File: src/hw/rtl/sacts_pkg.sv
// Shared types and constants for the set-associative cache tag store.
package sacts_pkg;

  localparam int MAX_SETS_DEF      = 256;
  localparam int MAX_WAYS_DEF      = 8;
  localparam int ADDRESS_WIDTH_DEF = 32;
  localparam int QUEUE_DEPTH       = 2;

  localparam int IN_TDATA_W  = 40;
  localparam int OUT_TDATA_W = 104;

  // configuration register indexes
  localparam logic [1:0] CFG_OFFSET_BITS = 2'd0;
  localparam logic [1:0] CFG_INDEX_BITS  = 2'd1;
  localparam logic [1:0] CFG_WAYS_IN_USE = 2'd2;

  localparam logic [4:0] OFFSET_BITS_RST = 5'd2;
  localparam logic [3:0] INDEX_BITS_RST  = 4'd0;
  localparam logic [3:0] WAYS_IN_USE_RST = 4'd1;

  typedef enum logic [1:0] {
    CMD_LOOKUP = 2'd0,
    CMD_FILL   = 2'd1,
    CMD_INVAL  = 2'd2,
    CMD_NOP    = 2'd3
  } cmd_t;

  typedef enum logic [1:0] {
    BK_IDLE  = 2'd0,
    BK_PICK  = 2'd1,
    BK_WRITE = 2'd2
  } bk_state_t;

  // effective configuration, already clamped
  typedef struct packed {
    logic [4:0] offset_bits;
    logic [3:0] eff_index_bits;
    logic [4:0] eff_ways;
  } cfg_t;

  typedef struct packed {
    logic        hit;
    logic [31:0] victim_block_address;
    logic [31:0] hit_total;
    logic [31:0] miss_total;
  } res_t;

endpackage

File: src/hw/rtl/sacts_front.sv
// Front end: accepts input beats and splits the address into set and tag.
module sacts_front #(
  parameter int MAX_SETS      = sacts_pkg::MAX_SETS_DEF,
  parameter int ADDRESS_WIDTH = sacts_pkg::ADDRESS_WIDTH_DEF,
  parameter int SW            = (MAX_SETS > 1) ? $clog2(MAX_SETS) : 1,
  parameter int IW            = 2 + SW + ADDRESS_WIDTH
) (
  input  logic                              in_tvalid,
  output logic                              in_tready,
  input  logic [sacts_pkg::IN_TDATA_W-1:0]  in_tdata,
  input  sacts_pkg::cfg_t                   cfg,
  input  logic                              q_full,
  output logic                              q_push,
  output logic [IW-1:0]                     q_item
);

  localparam int AW = ADDRESS_WIDTH;

  logic [1:0]    cmd;
  logic [AW-1:0] addr;
  logic [AW-1:0] set_mask;
  logic [AW-1:0] set_full;
  logic [AW-1:0] tag;
  logic [5:0]    tag_shift;

  assign in_tready = !q_full;
  assign q_push    = in_tvalid && !q_full;

  always_comb begin
    cmd       = in_tdata[1:0];
    addr      = in_tdata[AW+1:2];
    set_mask  = ~({AW{1'b1}} << cfg.eff_index_bits);
    // shifts past the address width give zero, covering the wide splits
    set_full  = (addr >> cfg.offset_bits) & set_mask;
    tag_shift = 6'(cfg.offset_bits) + 6'(cfg.eff_index_bits);
    tag       = addr >> tag_shift;
    q_item    = {cmd, set_full[SW-1:0], tag};
  end

endmodule

File: config.mk
export PLATFORM = sky130hd
export DESIGN_NAME = sacts_front
export DESIGN_NICKNAME = d
export VERILOG_FILES = /design/src/hw/rtl/sacts_pkg.sv /design/src/hw/rtl/sacts_front.sv
export SDC_FILE = /design/constraint.sdc
export NUM_CORES = 1
export LEC_CHECK = 0
export ABC_AREA = 1
export BUFFER_PORTS_ARGS = -buffer_cell sky130_fd_sc_hd__buf_2
export CAP_MARGIN = 30
export CORE_MARGIN = 2
export CORE_UTILIZATION = 56
export DETAILED_ROUTE_END_ITERATION = 6
export PLACE_DENSITY_LB_ADDON = 0.1
export SYNTH_ARGS = -nofsm -noshare
export SYNTH_HDL_FRONTEND = slang
export SYNTH_SLANG_ARGS = --single-unit
File: constraint.sdc
create_clock -name vclk -period 3.8
set_clock_uncertainty 0.2 [all_clocks]
set_input_delay 0.76 -clock vclk [all_inputs]
set_output_delay 0.76 -clock vclk [all_outputs]
set_load 0.01 [all_outputs]
# Word level (Yosys, flattened, before mapping)
# Index checks and enable logic that the tools add are counted.
[word_totals]
reg_bits = 0
in_bits = 56
out_inout_bits = 44
wordCells = 8
[classes]
n_addsub = 1
shifts = 3
bitwise_logic = 2
reduce_logical = 2
[ops]
columns = ["cell", "count"]
rows = [
  ["32-bit by 4-bit left shift with 8-bit output, first input constant", 1],
  ["32-bit by 5-bit >> shifter with 8-bit output", 1],
  ["32-bit by 6-bit >> shifter with 32-bit output", 1],
  ["8-bit AND", 1],
  ["8-bit inverter", 1],
  ["5-bit by 4-bit adder with 6-bit output", 1],
  ["1-bit logical AND", 1],
  ["1-bit logical NOT", 1],
]

# Logic depth before layout (Yosys ltp)
[depth]
ltp_word = 3
mapped_depth = 15
mapped_depth_nobuf = 13

# Worst setup path after synthesis
# Ideal clock, no wire load.
[synth_timing]
path_type = "input -> output"
from = "in cfg[10] (netlist name)"
to = "out q_item[12]"
arrival_time_ns = 2.676
t_required_ns = 2.840
setup_slack_ns = 0.164
path_stages = 14
n_path_buf = 4
path_cell_list = "buf_2 inv_2 buf_2 fa_1 buf_2 inv_1 buf_2 nand3_1 nand2_1 nor2_1 nand2_1 nand2_1 nand2_1 a21oi_1"
[synth_between]
elab_chain_len = 2
[synth_rtl]
columns = ["item", "line_no", "source"]
rows = [
  ["start, declared", "sacts_front.sv:11", "input sacts_pkg::cfg_t cfg,"],
  ["5-bit by 4-bit adder with 6-bit output", "sacts_front.sv:35", "tag_shift = 6'(cfg.offset_bits) + 6'(cfg.eff_index_bits);"],
  ["32-bit by 6-bit >> shifter with 32-bit output", "sacts_front.sv:36", "tag = addr >> tag_shift;"],
  ["end, declared", "sacts_front.sv:14", "output logic [IW-1:0] q_item"],
]
# No other way between the ends.

# Worst setup path after layout
[layout_timing]
from = "in cfg[5] (netlist name)"
to = "out q_item[12]"
# The elaborated chain is that of the path after synthesis.

==> results_dict.tcl <==
set metrics [dict create \
    layout.nets 851 \
    wire_per_inst_um 13.5 \
    diodes 0 \
    dp_slack_ns 0.120 \
    finalHoldViolations 0 \
    ys_seq_area_share_pct 0 \
    final_cells 863 \
    core_um2 5920 \
    worstHoldStart "in_tdata[0]" \
    whs_ns 1.32 \
    place_hpwl_mm 8.91 \
    synthCells 735 \
    maxSlewViolCount 0 \
    dieWidth_um 82.1 \
    crit_slowest_cell "fa_1" \
    power_uw 959 \
    die_h_um 82.1 \
    finalCritPeriodShare_pct 97.0 \
    area_delta_synth_final_pct 11.6 \
    maxCapViolCount 0 \
    slew_headroom_pct 65.6 \
    setup_viol 0 \
    worst_setup_path_start_kind "input pin" \
    synth.distinct_cells 29 \
    syn_area_um2 3420 \
    ff_latch_area_um2 0 \
    worst_pin_slew_ns 0.516 \
    final_core_util_pct 64.5 \
    track_usage_pct 33.4 \
    crit_type "in2out" \
    hold_depth 0 \
    worst_setup_path_end_kind "output pin" \
    dp_cells 861 \
    hold_end "q_item[40]" \
    overflow 0 \
    n_sequential_cell 0 \
    ir_worst_vdd_mv 0.188 \
    final_cell_mix "312 x nand2_1, 217 x nand3_1, 85 x buf_2" \
    ios 100 \
    slowest_delay_ns 0.54 \
    outcome "finished clean" \
    via_per_inst 5.86 \
    layout_commonest_cell "nand2_1" \
    hold_buffers 0 \
    cp_data_arrival_time_ns 2.73 \
    wirelength_mm 11.6 \
    floorplan.initialDensity_pct 57.7 \
    crit_path_cell_trace "buf_2, ha_1, inv_1, fa_1, buf_6, nand3_1, nand3_1, nand2_1, a21oi_1, a21oi_1, buf_2" \
    routabilityCongestion 0.939 \
    ys_warn_count 0 \
    avgSynthCellArea_um2 4.65 \
    drive_above_1_share_pct 17.3 \
    timing.fmax_mhz 271 \
    grt_pass1_vias 3988 \
    setup_ws_ns 0.113 \
    antenna_found_initial 0 \
    period_minus_slack_ns 3.69 \
    grt_pass1_wl_mm 18.5 \
    p_leak_uw 0.00220 \
    clock_buffers 0 \
    vias 5054 \
    syn_nets 796 \
    rows 28 \
    drc 0 \
    first_iter_violations 663 \
    port_buffers 85 \
    powerDensity_nw_per_um2 251 \
    grt_max_degree 37 \
    postRouteAntennaNets 0 \
    required_ns 2.84 \
    cp_max_fo 28 \
    first_pass_iters 5 \
    min_path_type "in2out" \
    die-area_um2 6750 \
]
==> per-stage QoR <==
stage          instance area, um2  setup TNS, ns
6_report                     3820              0
3_5_place_dp                 3780              0
2_1_floorplan                3420              0
4_1_cts                      3780              0
5_1_grt                      3820       -0.00222
3_3_place_gp                 3780              0
==> critical path: cells and delay by family <==
kind                     cells  cell delay [ns]
AND/OR/NAND/NOR              3             0.34
buffers and inverters        4             0.57
AO/OA/AOI/OAI                2             0.35
adder cells (fa/ha/maj)      2             0.71
==> worst max-delay path by stage <==
stage / start / endpoint / depth (start not counted)
2_1_floorplan: cfg[10] / q_item[12] / 14
3_3_place_gp: cfg[5] / q_item[2] / 13
3_5_place_dp: cfg[5] / q_item[0] / 14
4_1_cts: cfg[5] / q_item[0] / 14
5_1_grt: cfg[5] / q_item[2] / 15
6_report: cfg[5] / q_item[12] / 11
==> cells in the mapped netlist, types with 2 or more instances <==
cell type,number,area (um2)
a21oi_2,4,35.0
ha_1,4,50.1
o21ai_0,11,55.1
a21oi_1,31,155
xor2_4,2,55.1
buf_6,6,67.6
nor2_1,43,161
o211ai_1,2,15.0
buf_4,10,75.1
inv_1,28,105
o21a_1,2,15.0
clkbuf_1,5,18.8
a31oi_1,2,12.5
nand2_4,3,33.8
nand3_1,217,1090
buf_2,27,135
nand2_1,314,1180
buf_1,2,7.51
inv_2,4,15.0
nor2_2,9,56.3
==> area by class of cell <==
cell class         count  area, um2
repair buffers       103        593
well taps             75       93.8
fillers              637       2100
multi-input cells    651       3000
inverters             34        130
==> cells by family (layout without fill, tap and decap cells) <==
group / count (synthesis) / after routing / synth area share (%)
AO/OA/AOI/OAI: 53 / 53 / 8.89
adder cells (fa/ha/maj): 5 / 5 / 2.05
AND/OR/NAND/NOR: 591 / 591 / 74.7
XOR/XNOR: 2 / 2 / 1.61
buffers and inverters: 84 / 137 / 12.7
==> power by group <==
part	internal [uW]	switching [uW]
registers	0	0
logic	335	625
clock network	0	0
total	335	625
==> what timing repair did <==
| item | CTS | global route |
|---|---|---|
| resized for setup | 0 | 9 |
| buffers inserted | 0 | 2 |
| setup endpoints to repair | 0 | 11 |
==> per-layer routing <==
metal | vias up | track usage (%) | wire, um
met5 | - | 0 | 0
met4 | 0 | 6.67 | 159
met3 | 23 | 2.61 | 1100
met2 | 303 | 56.1 | 5420
met1 | 2200 | 46.7 | 4930
li1 | 2528 | - | -
Power figures use the tool's default switching activity.
