### src/hw/rtl/sacts_pkg.sv
// Shared types and constants for the set-associative cache tag store.
package sacts_pkg;

  localparam int MAX_SETS_DEF      = 256;
  localparam int MAX_WAYS_DEF      = 8;
  localparam int ADDRESS_WIDTH_DEF = 32;
  localparam int QUEUE_DEPTH       = 2;

  localparam int IN_TDATA_W  = 40;
  localparam int OUT_TDATA_W = 104;

  // configuration register indexes
  localparam logic [1:0] CFG_OFFSET_BITS = 2'd0;
  localparam logic [1:0] CFG_INDEX_BITS  = 2'd1;
  localparam logic [1:0] CFG_WAYS_IN_USE = 2'd2;

  localparam logic [4:0] OFFSET_BITS_RST = 5'd2;
  localparam logic [3:0] INDEX_BITS_RST  = 4'd0;
  localparam logic [3:0] WAYS_IN_USE_RST = 4'd1;

  typedef enum logic [1:0] {
    CMD_LOOKUP = 2'd0,
    CMD_FILL   = 2'd1,
    CMD_INVAL  = 2'd2,
    CMD_NOP    = 2'd3
  } cmd_t;

  typedef enum logic [1:0] {
    BK_IDLE  = 2'd0,
    BK_PICK  = 2'd1,
    BK_WRITE = 2'd2
  } bk_state_t;

  // effective configuration, already clamped
  typedef struct packed {
    logic [4:0] offset_bits;
    logic [3:0] eff_index_bits;
    logic [4:0] eff_ways;
  } cfg_t;

  typedef struct packed {
    logic        hit;
    logic [31:0] victim_block_address;
    logic [31:0] hit_total;
    logic [31:0] miss_total;
  } res_t;

endpackage

### src/hw/rtl/sacts_queue.sv
// Small FIFO between the front classifier and the back executor.
module sacts_queue #(
  parameter int WIDTH = 8,
  parameter int DEPTH = sacts_pkg::QUEUE_DEPTH
) (
  input  logic             clk,
  input  logic             rst_n,
  input  logic             push,
  input  logic [WIDTH-1:0] push_data,
  input  logic             pop,
  output logic [WIDTH-1:0] pop_data,
  output logic             full,
  output logic             not_empty
);

  localparam int PW = (DEPTH > 1) ? $clog2(DEPTH) : 1;
  localparam int CW = $clog2(DEPTH + 1);

  logic [WIDTH-1:0] mem_r [DEPTH];
  logic [PW-1:0]    wr_ptr_r, rd_ptr_r;
  logic [CW-1:0]    count_r;

  assign full      = (count_r == CW'(DEPTH));
  assign not_empty = (count_r != '0);
  assign pop_data  = mem_r[rd_ptr_r];

  always_ff @(posedge clk) begin
    if (push) begin
      mem_r[wr_ptr_r] <= push_data;
    end
  end

  always_ff @(posedge clk) begin
    if (!rst_n) begin
      wr_ptr_r <= '0;
      rd_ptr_r <= '0;
      count_r  <= '0;
    end else begin
      if (push) begin
        wr_ptr_r <= (wr_ptr_r == PW'(DEPTH - 1)) ? '0 : wr_ptr_r + 1'b1;
      end
      if (pop) begin
        rd_ptr_r <= (rd_ptr_r == PW'(DEPTH - 1)) ? '0 : rd_ptr_r + 1'b1;
      end
      if (push && !pop) begin
        count_r <= count_r + 1'b1;
      end else if (pop && !push) begin
        count_r <= count_r - 1'b1;
      end
    end
  end

endmodule

### config.mk
export PLATFORM = sky130hd
export DESIGN_NAME = sacts_queue
export DESIGN_NICKNAME = d
export VERILOG_FILES = /design/src/hw/rtl/sacts_pkg.sv /design/src/hw/rtl/sacts_queue.sv
export SDC_FILE = /design/constraint.sdc
export NUM_CORES = 1
export LEC_CHECK = 0
export BUFFER_PORTS_ARGS = -buffer_cell sky130_fd_sc_hd__clkbuf_2
export CAP_MARGIN = 20
export CORE_AREA = 8 8 50 52
export DETAILED_ROUTE_END_ITERATION = 12
export DIE_AREA = 0 0 58 60
export PLACE_DENSITY = 0.72
export REMOVE_ABC_BUFFERS = 1
export SLEW_MARGIN = 0
export SYNTH_ARGS = -nofsm -noshare
export SYNTH_HDL_FRONTEND = slang
export SYNTH_SLANG_ARGS = --single-unit
export TNS_END_PERCENT = 10
### constraint.sdc
create_clock -name clk -period 1.2 [get_ports clk]
set_input_delay 0.24 -clock clk [delete_from_list [all_inputs] [get_ports clk]]
set_output_delay 0.24 -clock clk [all_outputs]
set_load 0.02 [all_outputs]
# Word level (Yosys, flattened, before mapping)
# Memory sizes are Yosys's and may differ from the RTL's. A register that Yosys moved wholly into a read port is not among the register bits.
# Cells that the tools add are included.
[totals] register_bits=4 ram_bits=16 inputBits=12 n_memories=1
[mem_list] memory="mem_r" words=2 word_bits=8 read_ports=1 rd_clocked_by_memory_dff=1 write_ports=1 line_no="sacts_queue.sv:19" source="logic [WIDTH-1:0] mem_r [DEPTH];"
[op_classes] n_addsub=4 eq_ne=1 muxes=8 n_reduce_logical=6
[ops] op="two-way mux 1 bit" count=6
[ops] op="two-way mux 2 bit" count=2
[ops] op="nonzero test 2 bit" count=2
[ops] op="adder 1 bit (second input constant)" count=2
[ops] op="adder 2 x 1 -> 2 bit (second input constant)" count=1
[ops] op="== test 2 bit (second input constant)" count=1
[ops] op="logical AND 1 bit" count=2
[ops] op="logical NOT 1 bit" count=2
[ops] op="subtractor 2 x 1 -> 2 bit (second input constant)" count=1

# Depth between registers and ports, before layout
# Gate-level depths: netlist of the first run.
[depth] word_depth=4 ltp_mapped=5

# Worst setup path after synthesis of the first run
# OpenSTA, ideal clock, no wires.
[synth_path] path_kind="reg-to-reg" startpoint="register wr_ptr_r" endpoint="memory mem_r[0][0] (enable)" t_arrival_ns=0.730 path_slack_ns=0.096 stages_incl_launch_ff=2 path_buffers=0 path_cell_list="dfxtp_1 nor2b_1"
[synth_rtl] item="start, declared" line_no="sacts_queue.sv:20" source="logic [PW-1:0] wr_ptr_r, rd_ptr_r;"
[synth_rtl] item="start signal, assigned" line_no="sacts_queue.sv:40" source="wr_ptr_r <= (wr_ptr_r == PW'(DEPTH - 1)) ? '0 : wr_ptr_r + 1'b1;"
[synth_rtl] item="end, declared" line_no="sacts_queue.sv:19"
# Straight into the memory's write port.

==> results.py, run 1 <==
metrics = {
    "place": {
        "dpl.hpwl_um": 1010,
        "dp_cells": 92,
        "portBuffers": 21,
        "place.gp.congestion": 0.635,
    },
    "timing": {
        "relSlewSlack_pct": 89.7,
        "maxClockFrequency_ghz": 0.682,
        "fin_crit_ps": 1470,
        "fin_crit_sh_pct": 122,
        "hold_violations": 0,
        "rsz0062_at_grt": "yes",
        "worst_slack_ps": -265,
        "finalSetupViolations": 10,
        "slew_violations": 0,
        "fin_skew_ps": 6.10,
        "worst_pin_slew_ps": 153,
    },
    "clock_network": {
        "clock_path_buffers": 2,
        "cts.sinks": 21,
        "clock-root-buffer": "clkbuf_4",
        "clk_pin_slew_worst_paths_ps": 110,
        "cts_hold_buf": 0,
        "cts_tree": "yes",
        "cts_buffers": 3,
        "htree_num_levels": 1,
        "insertion_delay_ps": 290,
        "cts_setup_buffers": 0,
    },
    "power_and_ir_drop": {
        "clockPowerShare_pct": 21.2,
        "power_density_mw_per_mm2": 1350,
        "switching_share_pct": 24.2,
        "pwr-share-seq_pct": 55.9,
        "pwr-share-comb_pct": 22.9,
        "ir_worst_vdd_mv": 0.883,
        "internal-power_w": 0.00116,
        "power.switching_w": 0.000371,
        "p_leak_nw": 0.485,
    },
    "floorplanning": {
        "die_w_um": 58,
        "start_util_pct": 44.2,
        "die_area_mm2": 0.00348,
        "ioPinCount": 22,
        "core-area_mm2": 0.00180,
        "num_rows": 16,
        "fp.dieH_um": 60,
    },
    "routing": {
        "ant_nets": 0,
        "drt_iter0_drc": 9,
        "route.vias.total": 458,
        "vias_per_cell": 4.77,
        "drtPass1Iterations": 2,
        "post_drt_wl_per_cell_um": 15.4,
        "remaining_drc_errors": 0,
        "wl_um": 1480,
    },
    "synth": {
        "synth_cell_types": 16,
        "synth_seq_cells": 21,
        "synth_area_um2": 797,
        "ys_seq_area_share_pct": 72.8,
        "synth_top_cell_by_area": "edfxtp_1",
        "synthTopCellsByArea": "edfxtp_1 60%, dfxtp_1 13%, mux2_2 11%",
        "netlist_instances": 47,
        "yosysTopAreaCellShare_pct": 60.3,
        "synth_warnings": 0,
        "avgSynthCellArea_um2": 17.0,
    },
    "worst_setup_path": {
        "cp_max_fo": 8,
        "slowest_stage": "dfxtp_2",
        "required_ps": 960,
        "cp.arrival_ps": 1230,
        "cpPeakStageDelay_ps": 350,
        "critical_path.startpoint_type": "register",
        "path_class": "reg -> out",
        "path_cells": "buf_12 > mux2_4 > buf_8",
        "cp-end-kind": "output pin",
    },
    "layout": {
        "post-route-util_pct": 62.8,
        "final_common_cell": "edfxtp_1",
        "drive_above_1_share_pct": 57.7,
        "finalNonFillerCells": 96,
        "syn_to_final_growth_pct": 42.1,
        "layout.nets": 92,
        "fill_cells": 142,
        "antenna_cells": 0,
        "final_cell_mix": "16 x edfxtp_1, 11 x clkbuf_2, 8 x mux2_4, 8 x buf_8, 6 x buf_4",
    },
    "grt": {
        "grt_pass1_wl_um": 2440,
        "grt_max_degree": 13,
        "grt_util_all_layers_pct": 9.63,
        "grt_pass1_vias": 516,
        "antenna_found_initial": 0,
        "grt-ovfl-total": 0,
    },
    "flow_run": {
        "cap_violations": 0,
    },
    "status": {
        "status": "complete, but fails checks",
        "violations": "negative setup slack",
    },
    "min_path": {
        "holdCritPathClass": "in -> reg",
    },
}
[cell usage after synthesis]
| library cell | number |
|---|---|
| edfxtp_1 | 16 |
| o21ai_0 | 1 |
| a21boi_1 | 1 |
| o21a_1 | 1 |
| nor2b_1 | 2 |
| xor2_1 | 2 |
| buf_2 | 1 |
| ha_1 | 1 |
| and2_1 | 4 |
| and2b_2 | 1 |
| inv_1 | 1 |
| or2_2 | 1 |
| xnor2_1 | 1 |
| dfxtp_1 | 5 |
| or3_1 | 1 |
| mux2_2 | 8 |
[area by class of cell]
class,instances,area (um^2),area share (%)
sequential,21,584,51.6
clock inverter,1,5.00,0.442
timing repair buffer,28,256,22.7
tap,18,22.5,1.99
multi-input combinational,24,238,21.0
inverter,1,3.75,0.331
clock buffer,3,22.5,1.99
[layer usage]
metal | wire length [um] | up-vias | track usage (%) | part of all wire (%)
li1 | - | 229 | - | -
met1 | 535 | 213 | 9.02 | 36
met2 | 798 | 14 | 16.7 | 54
met3 | 131 | 2 | 4.30 | 8.8
met4 | 16 | 0 | 6.29 | 1.1
met5 | 0 | - | 0 | 0
[power by group through the flow]
stage          clock, W  combinational (W)  sequential (W)
2_1_floorplan         0           0.000150        0.000869
3_3_place_gp          0           0.000257        0.000867
3_5_place_dp          0           0.000262        0.000870
4_1_cts        0.000336           0.000329        0.000856
5_1_grt        0.000375           0.000374        0.000863
6_report       0.000325           0.000352        0.000858
[logic make-up after synthesis]
kind of cell / share of synthesized area [%]
XOR/XNOR: 3.30
multiplexers: 11.3
adder cells (fa/ha/maj): 1.57
AND/OR/NAND/NOR: 7.38
buffers and inverters: 1.10
flip-flops: 72.8
AO/OA/AOI/OAI: 2.51
[final timing paths]
| kind | startpoint | to | slack (ps) | depth (start not counted) |
|---|---|---|---|---|
| worst max-delay path | register | pop_data[4] | -270 | 3 |
| worst min-delay path | push_data[5] | mem_r[1][5]$_DFFE_PP_ | 130 | 1 |
| worst max register to register | count_r[0]$_SDFFE_PN0P_ | count_r[1]$_SDFFE_PN0P_ | 150 | 3 |
| worst min register to register | count_r[1]$_SDFFE_PN0P_ | count_r[1]$_SDFFE_PN0P_ | 510 | 2 |
[state kept, by name (all words and copies together), names as in the netlist, named ones only]
signal	count
count_r	2
wr_ptr_r	1
rd_ptr_r	1
mem_r	16
[repair_timing]
action / in CTS / in global routing
setup endpoints to repair: 10 / 10
endpoints found under the hold margin: 0 / 0
gates resized for setup: 26 / 13
[stage by stage]
step / total power [W] / hold slack (ps) / TNS [ps] / setup WS, ps / area (um^2)
floorplan: 0.00102 / 339 / 0 / 92.3 / 792
global placement: 0.00112 / 430 / 0 / 3.95 / 985
detailed placement: 0.00113 / 433 / -50.6 / -50.6 / 985
CTS: 0.00152 / 117 / -2500 / -288 / 1110
global route: 0.00161 / 106 / -2690 / -314 / 1130
finish: 0.00153 / 127 / -2210 / -265 / 1130
[critical path: cells and delay by family (launching register included)]
family	cells	cell delay, ps
flops	1	350
mux	1	320
buf+inv	2	260
Note: power is estimated with default switching activity, not from simulation.
==> inputs of run 2 (changes only) <==
--- a/config.mk
+++ b/config.mk
@@ -5,7 +5,7 @@
 export SDC_FILE = /design/constraint.sdc
 export NUM_CORES = 1
 export LEC_CHECK = 0
-export BUFFER_PORTS_ARGS = -buffer_cell sky130_fd_sc_hd__clkbuf_2
+export BUFFER_PORTS_ARGS = -buffer_cell sky130_fd_sc_hd__buf_2
 export CAP_MARGIN = 20
 export CORE_AREA = 8 8 50 52
 export DETAILED_ROUTE_END_ITERATION = 12
==> run 2 against run 1 <==
The flow still finishes with violations (negative setup slack). Critical path depth is the same. Via count rose by 3.7%. Routed wire length decreased by 12%. Cell count unchanged. Die area unchanged. Highest routed layer unchanged.
==> results.py, run 2 (synthesis gave the netlist of run 1 again) <==
metrics = {
    "layout": {
        "top_regs": "mem_r: 16 flops, count_r: 2 flops",
        "antenna_cells": 0,
        "top_register": "mem_r",
        "layout.nets": 92,
        "final_cell_mix": "16 x edfxtp_1, 12 x buf_2, 9 x buf_6",
        "final_cell_area_mm2": 0.00110,
        "multi_input_area_um2": 238,
        "finalNonFillerCells": 96,
        "largest_register_ffs": 16,
        "fill_cells": 149,
        "register_area_um2": 587,
        "drive_above_1_share_pct": 56.4,
        "syn_to_final_growth_pct": 38.5,
        "final_common_cell": "edfxtp_1",
    },
    "power_and_ir_drop": {
        "power.switching_w": 0.000357,
        "switching_share_pct": 23.7,
        "pwr-share-seq_pct": 56.9,
        "internal-power_w": 0.00115,
        "p_leak_nw": 0.469,
        "ir_worst_vdd_mv": 0.754,
        "power_density_mw_per_mm2": 1360,
        "clockPowerShare_pct": 21.5,
        "pwr-share-comb_pct": 21.6,
        "power.total_w": 0.00151,
    },
    "routing": {
        "drtPass1Iterations": 4,
        "route.vias.total": 475,
        "ant_nets": 0,
        "drt_iter0_drc": 19,
        "post_drt_wl_per_cell_um": 13.6,
        "vias_per_cell": 4.95,
        "wl_um": 1310,
        "remaining_drc_errors": 0,
    },
    "floorplanning": {
        "start_util_pct": 44.2,
        "die_w_um": 58,
        "num_rows": 16,
        "fp.dieH_um": 60,
        "core-area_mm2": 0.00180,
        "die_area_mm2": 0.00348,
        "ioPinCount": 22,
    },
    "status": {
        "violations": "negative setup slack",
        "status": "complete, but fails checks",
    },
    "clock_network": {
        "cts_setup_buffers": 0,
        "cts_tree": "yes",
        "htree_num_levels": 1,
        "insertion_delay_ps": 300,
        "clk_pin_slew_worst_paths_ps": 110,
        "cts.sinks": 21,
        "cts_buffers": 3,
        "clock_path_buffers": 2,
        "clock-root-buffer": "clkbuf_4",
        "cts_hold_buf": 0,
    },
    "place": {
        "place_area_um2": 985,
        "dpl.hpwl_um": 994,
        "portBuffers": 21,
        "dp_cells": 92,
        "place.gp.congestion": 0.611,
    },
    "worst_setup_path": {
        "cp-end-kind": "output pin",
        "required_ps": 960,
        "path_class": "reg -> out",
        "cp.arrival_ps": 1230,
        "cp_max_fo": 8,
        "reg2reg_from": "count_r[0]$_SDFFE_PN0P_",
        "critical_path.startpoint_type": "register",
    },
    "grt": {
        "grt_util_all_layers_pct": 8.77,
        "grt_pass1_vias": 537,
        "grt_pass1_wl_um": 2260,
        "grt_max_degree": 12,
        "antenna_found_initial": 0,
        "grt-ovfl-total": 0,
    },
    "timing": {
        "worst_pin_slew_ps": 168,
        "rsz0062_at_grt": "yes",
        "relSlewSlack_pct": 88.8,
        "fin_crit_sh_pct": 123,
        "slew_violations": 0,
        "worst_slack_ps": -271,
        "fin_crit_ps": 1470,
        "fin_tns_setup_ps": -2270,
        "fin_skew_ps": 9.13,
        "hold_violations": 0,
        "finalSetupViolations": 10,
        "maxClockFrequency_ghz": 0.680,
    },
    "min_path": {
        "holdCritPathClass": "in -> reg",
        "min_from": "push_data[1]",
    },
    "flow_run": {
        "cap_violations": 0,
    },
}
[run 2: routing by layer]
layer / global-route usage, % / routed length, um
met1: 8.51 / 518
met3: 3.87 / 119
met2: 15.1 / 650
met5: 0 / 0
met4: 5.24 / 17
[run 2: cell type report]
cell class                 instances  share of cell area, %
inverter                           1                  0.340
multi-input combinational         24                   21.5
sequential                        21                   53.2
tap                               18                   2.04
clock buffer                       4                   2.38
timing repair buffer              28                   20.5
[run 2: what timing repair did]
action                     4_1_cts  5_1_grt
gates resized for setup         27        3
pin swaps                        0        0
setup endpoints to repair       10       10
[run 2: power groups by stage]
stage	registers, W	logic, W	clock network (W)
2_1_floorplan	0.000869	0.000150	0
3_3_place_gp	0.000867	0.000255	0
3_5_place_dp	0.000870	0.000263	0
4_1_cts	0.000857	0.000324	0.000329
5_1_grt	0.000864	0.000348	0.000370
6_report	0.000857	0.000326	0.000324
[run 2: worst max-delay path, stage by stage, from the launching register on]
cell	delay, ps
dfxtp_2	360
buf_12	130
mux2_4	310
buf_6	130
[run 2: metrics by stage]
step                utilization (%)  hold WS, ps  setup WS (ps)
global route                   61.3         95.7           -315
global placement               54.7          429          -1.96
CTS                            60.8          120           -274
finish                         61.3          124           -271
floorplan                         -          339           92.3
detailed placement             54.7          434          -47.1
[run 2: final timing paths]
| check | cells after the start | slack, ps | endpoint |
|---|---|---|---|
| worst max register to register | 3 | 150 | count_r[1]$_SDFFE_PN0P_ |
| worst min register to register | 2 | 500 | count_r[1]$_SDFFE_PN0P_ |
| worst max-delay path | 3 | -270 | pop_data[3] |
| worst min-delay path | 1 | 120 | mem_r[0][1]$_DFFE_PP_ |
==> inputs of run 3 (changes only) <==
--- a/config.mk
+++ b/config.mk
@@ -5,11 +5,13 @@
 export SDC_FILE = /design/constraint.sdc
 export NUM_CORES = 1
 export LEC_CHECK = 0
+export ABC_AREA = 1
 export BUFFER_PORTS_ARGS = -buffer_cell sky130_fd_sc_hd__buf_2
 export CAP_MARGIN = 20
-export CORE_AREA = 8 8 50 52
+export CORE_AREA = 8 8 51 53
+export CTS_CLUSTER_SIZE = 14
 export DETAILED_ROUTE_END_ITERATION = 12
-export DIE_AREA = 0 0 58 60
+export DIE_AREA = 0 0 59 61
 export PLACE_DENSITY = 0.72
 export REMOVE_ABC_BUFFERS = 1
 export SLEW_MARGIN = 0
==> run 3 against run 2 <==
The flow still finishes with violations (negative setup slack). Critical path depth stayed put. Die area increased by 3.4%. Non-clock buffer count decreased by 4. Routed wire length grew 14%. Via count increased by 9.5%. First-iteration DRC count shrank 79%. Count of clock-buffer cells in the layout down 1. Sequential power is 0.5% lower. Worst setup slack improved by 1.6 ps. Sequential cell count did not move. Core utilization fell by 1.7 points. Largest cell class unchanged. Largest power group unchanged.
==> results.py, run 3 <==
metrics = {
    "min_path": {
        "min_from": "push_data[3]",
        "holdCritPathClass": "in -> reg",
        "worstHoldEndpoint": "mem_r[1][3]$_DFFE_PP_",
        "hold_depth": 1,
    },
    "power_and_ir_drop": {
        "power_density_mw_per_mm2": 1340,
        "power.total_w": 0.00147,
        "p_leak_nw": 0.486,
        "ir_worst_vdd_mv": 0.790,
    },
    "grt": {
        "grt_pass1_wl_um": 2340,
        "grt_util_all_layers_pct": 8.89,
        "grt-ovfl-total": 0,
        "antenna_found_initial": 0,
        "grt_pass1_vias": 574,
        "grt_max_degree": 13,
    },
    "timing": {
        "hold_violations": 0,
        "fin_crit_ps": 1470,
        "worst_slack_ps": -270,
        "rsz0062_at_grt": "yes",
        "hold-worst-slack_ps": 122,
        "maxClockFrequency_ghz": 0.680,
        "worst_pin_slew_ps": 322,
        "relSlewSlack_pct": 78.5,
        "fin_skew_ps": 2.88,
        "fin_tns_setup_ps": -2070,
        "finalSetupViolations": 8,
        "slew_violations": 0,
        "fin_crit_sh_pct": 122,
    },
    "status": {
        "violations": "negative setup slack",
        "status": "complete, but fails checks",
    },
    "worst_setup_path": {
        "regToRegEndpoint": "mem_r[1][2]$_DFFE_PP_",
        "cp_max_fo": 4,
        "rrSetupSlack_ps": 190,
        "cp.arrival_ps": 1230,
        "path_class": "reg -> out",
        "reg2reg_from": "wr_ptr_r$_SDFFE_PN0P_",
        "cp-end-kind": "output pin",
        "critical_path.startpoint_type": "register",
        "r2r_cells": 2,
        "required_ps": 960,
    },
    "floorplanning": {
        "die_w_um": 59,
        "die_area_mm2": 0.00360,
        "fp.dieH_um": 61,
        "core-area_mm2": 0.00184,
        "ioPinCount": 22,
        "num_rows": 16,
        "start_util_pct": 45.7,
    },
    "synth": {
        "synthFlopType": "edfxtp_1",
        "yosysTopAreaCellShare_pct": 57.1,
        "synth_cell_types": 14,
        "ys_seq_area_share_pct": 68.9,
        "yosysMostFrequentCell": "edfxtp_1",
        "synth_common_cells": "16 x edfxtp_1, 8 x mux2_4, 8 x nand2_1, 8 x nor2_1, 7 x inv_1",
        "avgSynthCellArea_um2": 14.0,
        "synth_area_um2": 842,
        "synth_seq_cells": 21,
        "synth_warnings": 0,
        "synth_top_cell_by_area": "edfxtp_1",
        "synth_edf_count": 16,
        "netlist_instances": 60,
        "synthTopCellsByArea": "edfxtp_1 57%, mux2_4 14%, dfxtp_1 12%",
        "ys_async_sr_fraction_pct": 0,
    },
    "routing": {
        "remaining_drc_errors": 0,
        "wl_um": 1490,
        "route.vias.total": 520,
        "drt_iter0_drc": 4,
        "post_drt_wl_per_cell_um": 13.1,
        "drtPass1Iterations": 4,
        "vias_per_cell": 4.56,
        "ant_nets": 0,
    },
    "layout": {
        "finalNonFillerCells": 114,
        "top_register": "mem_r",
        "layout.nets": 101,
        "drive_above_1_share_pct": 50.6,
        "final_common_cell": "edfxtp_1",
        "post-route-util_pct": 59.6,
        "syn_to_final_growth_pct": 30.3,
        "antenna_cells": 0,
        "final_cell_mix": "16 x edfxtp_1, 11 x buf_2, 11 x buf_6",
        "top_regs": "mem_r: 16 flops, count_r: 2 flops",
        "largest_register_ffs": 16,
    },
    "clock_network": {
        "cts_tree": "yes",
        "htree_num_levels": 1,
        "cts_buffers": 3,
        "clock-root-buffer": "clkbuf_4",
        "clk_pin_slew_worst_paths_ps": 110,
        "cts.sinks": 21,
        "clock_path_buffers": 2,
        "cts_hold_buf": 0,
        "insertion_delay_ps": 300,
    },
    "place": {
        "place.gp.congestion": 0.634,
        "dpl.hpwl_um": 1100,
        "portBuffers": 21,
        "dp_cells": 110,
    },
    "flow_run": {
        "cap_violations": 0,
    },
}
-- run 3: how the worst max path moves through the flow --
stage	to	slack (ps)	cells after the start
2_1_floorplan	pop_data[0]	40	1
3_3_place_gp	pop_data[5]	50	3
3_5_place_dp	pop_data[3]	40	3
4_1_cts	pop_data[3]	-260	3
5_1_grt	pop_data[1]	-320	3
6_report	pop_data[1]	-270	3
-- run 3: logic make-up (layout without fill, tap and decap cells) --
kind of cell    count (synthesis)  after routing  synth area share [%]
mux                             8              8                  14.3
simple gates                   19             19                  9.21
compound gates                  2              2                  1.19
buf+inv                         9             36                  4.90
fa+ha+maj                       1              1                  1.49
flops                          21             21                  68.9
-- run 3: metrics by stage --
stage | instance area, um^2 | setup WS, ps
after CTS | 1080 | -264
final | 1100 | -270
after global routing | 1100 | -325
after floorplan | 831 | 40.5
after global placement | 992 | 52.2
after detailed placement | 992 | 41.5
-- run 3: cell type report --
cell class,count,area (um^2)
Clock buffer,3,22.5
Clock inverter,1,5.00
Fill cell,160,744
Inverter,8,32.5
Multi-Input combinational cell,30,225
Sequential cell,21,584
Tap cell,27,33.8
Timing Repair Buffer,24,194
-- run 3: repair_timing --
item / CTS / global route
setup buffers: 0 / 0
pin swaps: 0 / 0
resized for setup: 22 / 6
endpoints found under the setup margin: 10 / 10
-- run 3: worst max-delay path, cell delays in order, from the launching register on --
cell and delay (ps):
dfxtp_2 360, buf_6 120, mux2_4 310, buf_6 130
-- run 3: per-layer routing --
metal / wire length (um) / vias up / GRT usage [%] / share of wire [%]
li1: - / 260 / - / -
met1: 560 / 236 / 7.63 / 38
met2: 795 / 20 / 17.1 / 53
met3: 108 / 4 / 3.39 / 7.2
met4: 26 / 0 / 5.12 / 1.7
met5: 0 / - / 0 / 0
-- run 3: power by group --
group          internal [W]  switching (W)  total, W
registers          0.000832      0.0000212  0.000853
logic              0.000147       0.000142  0.000289
clock network      0.000124       0.000201  0.000325
total               0.00110       0.000364   0.00147
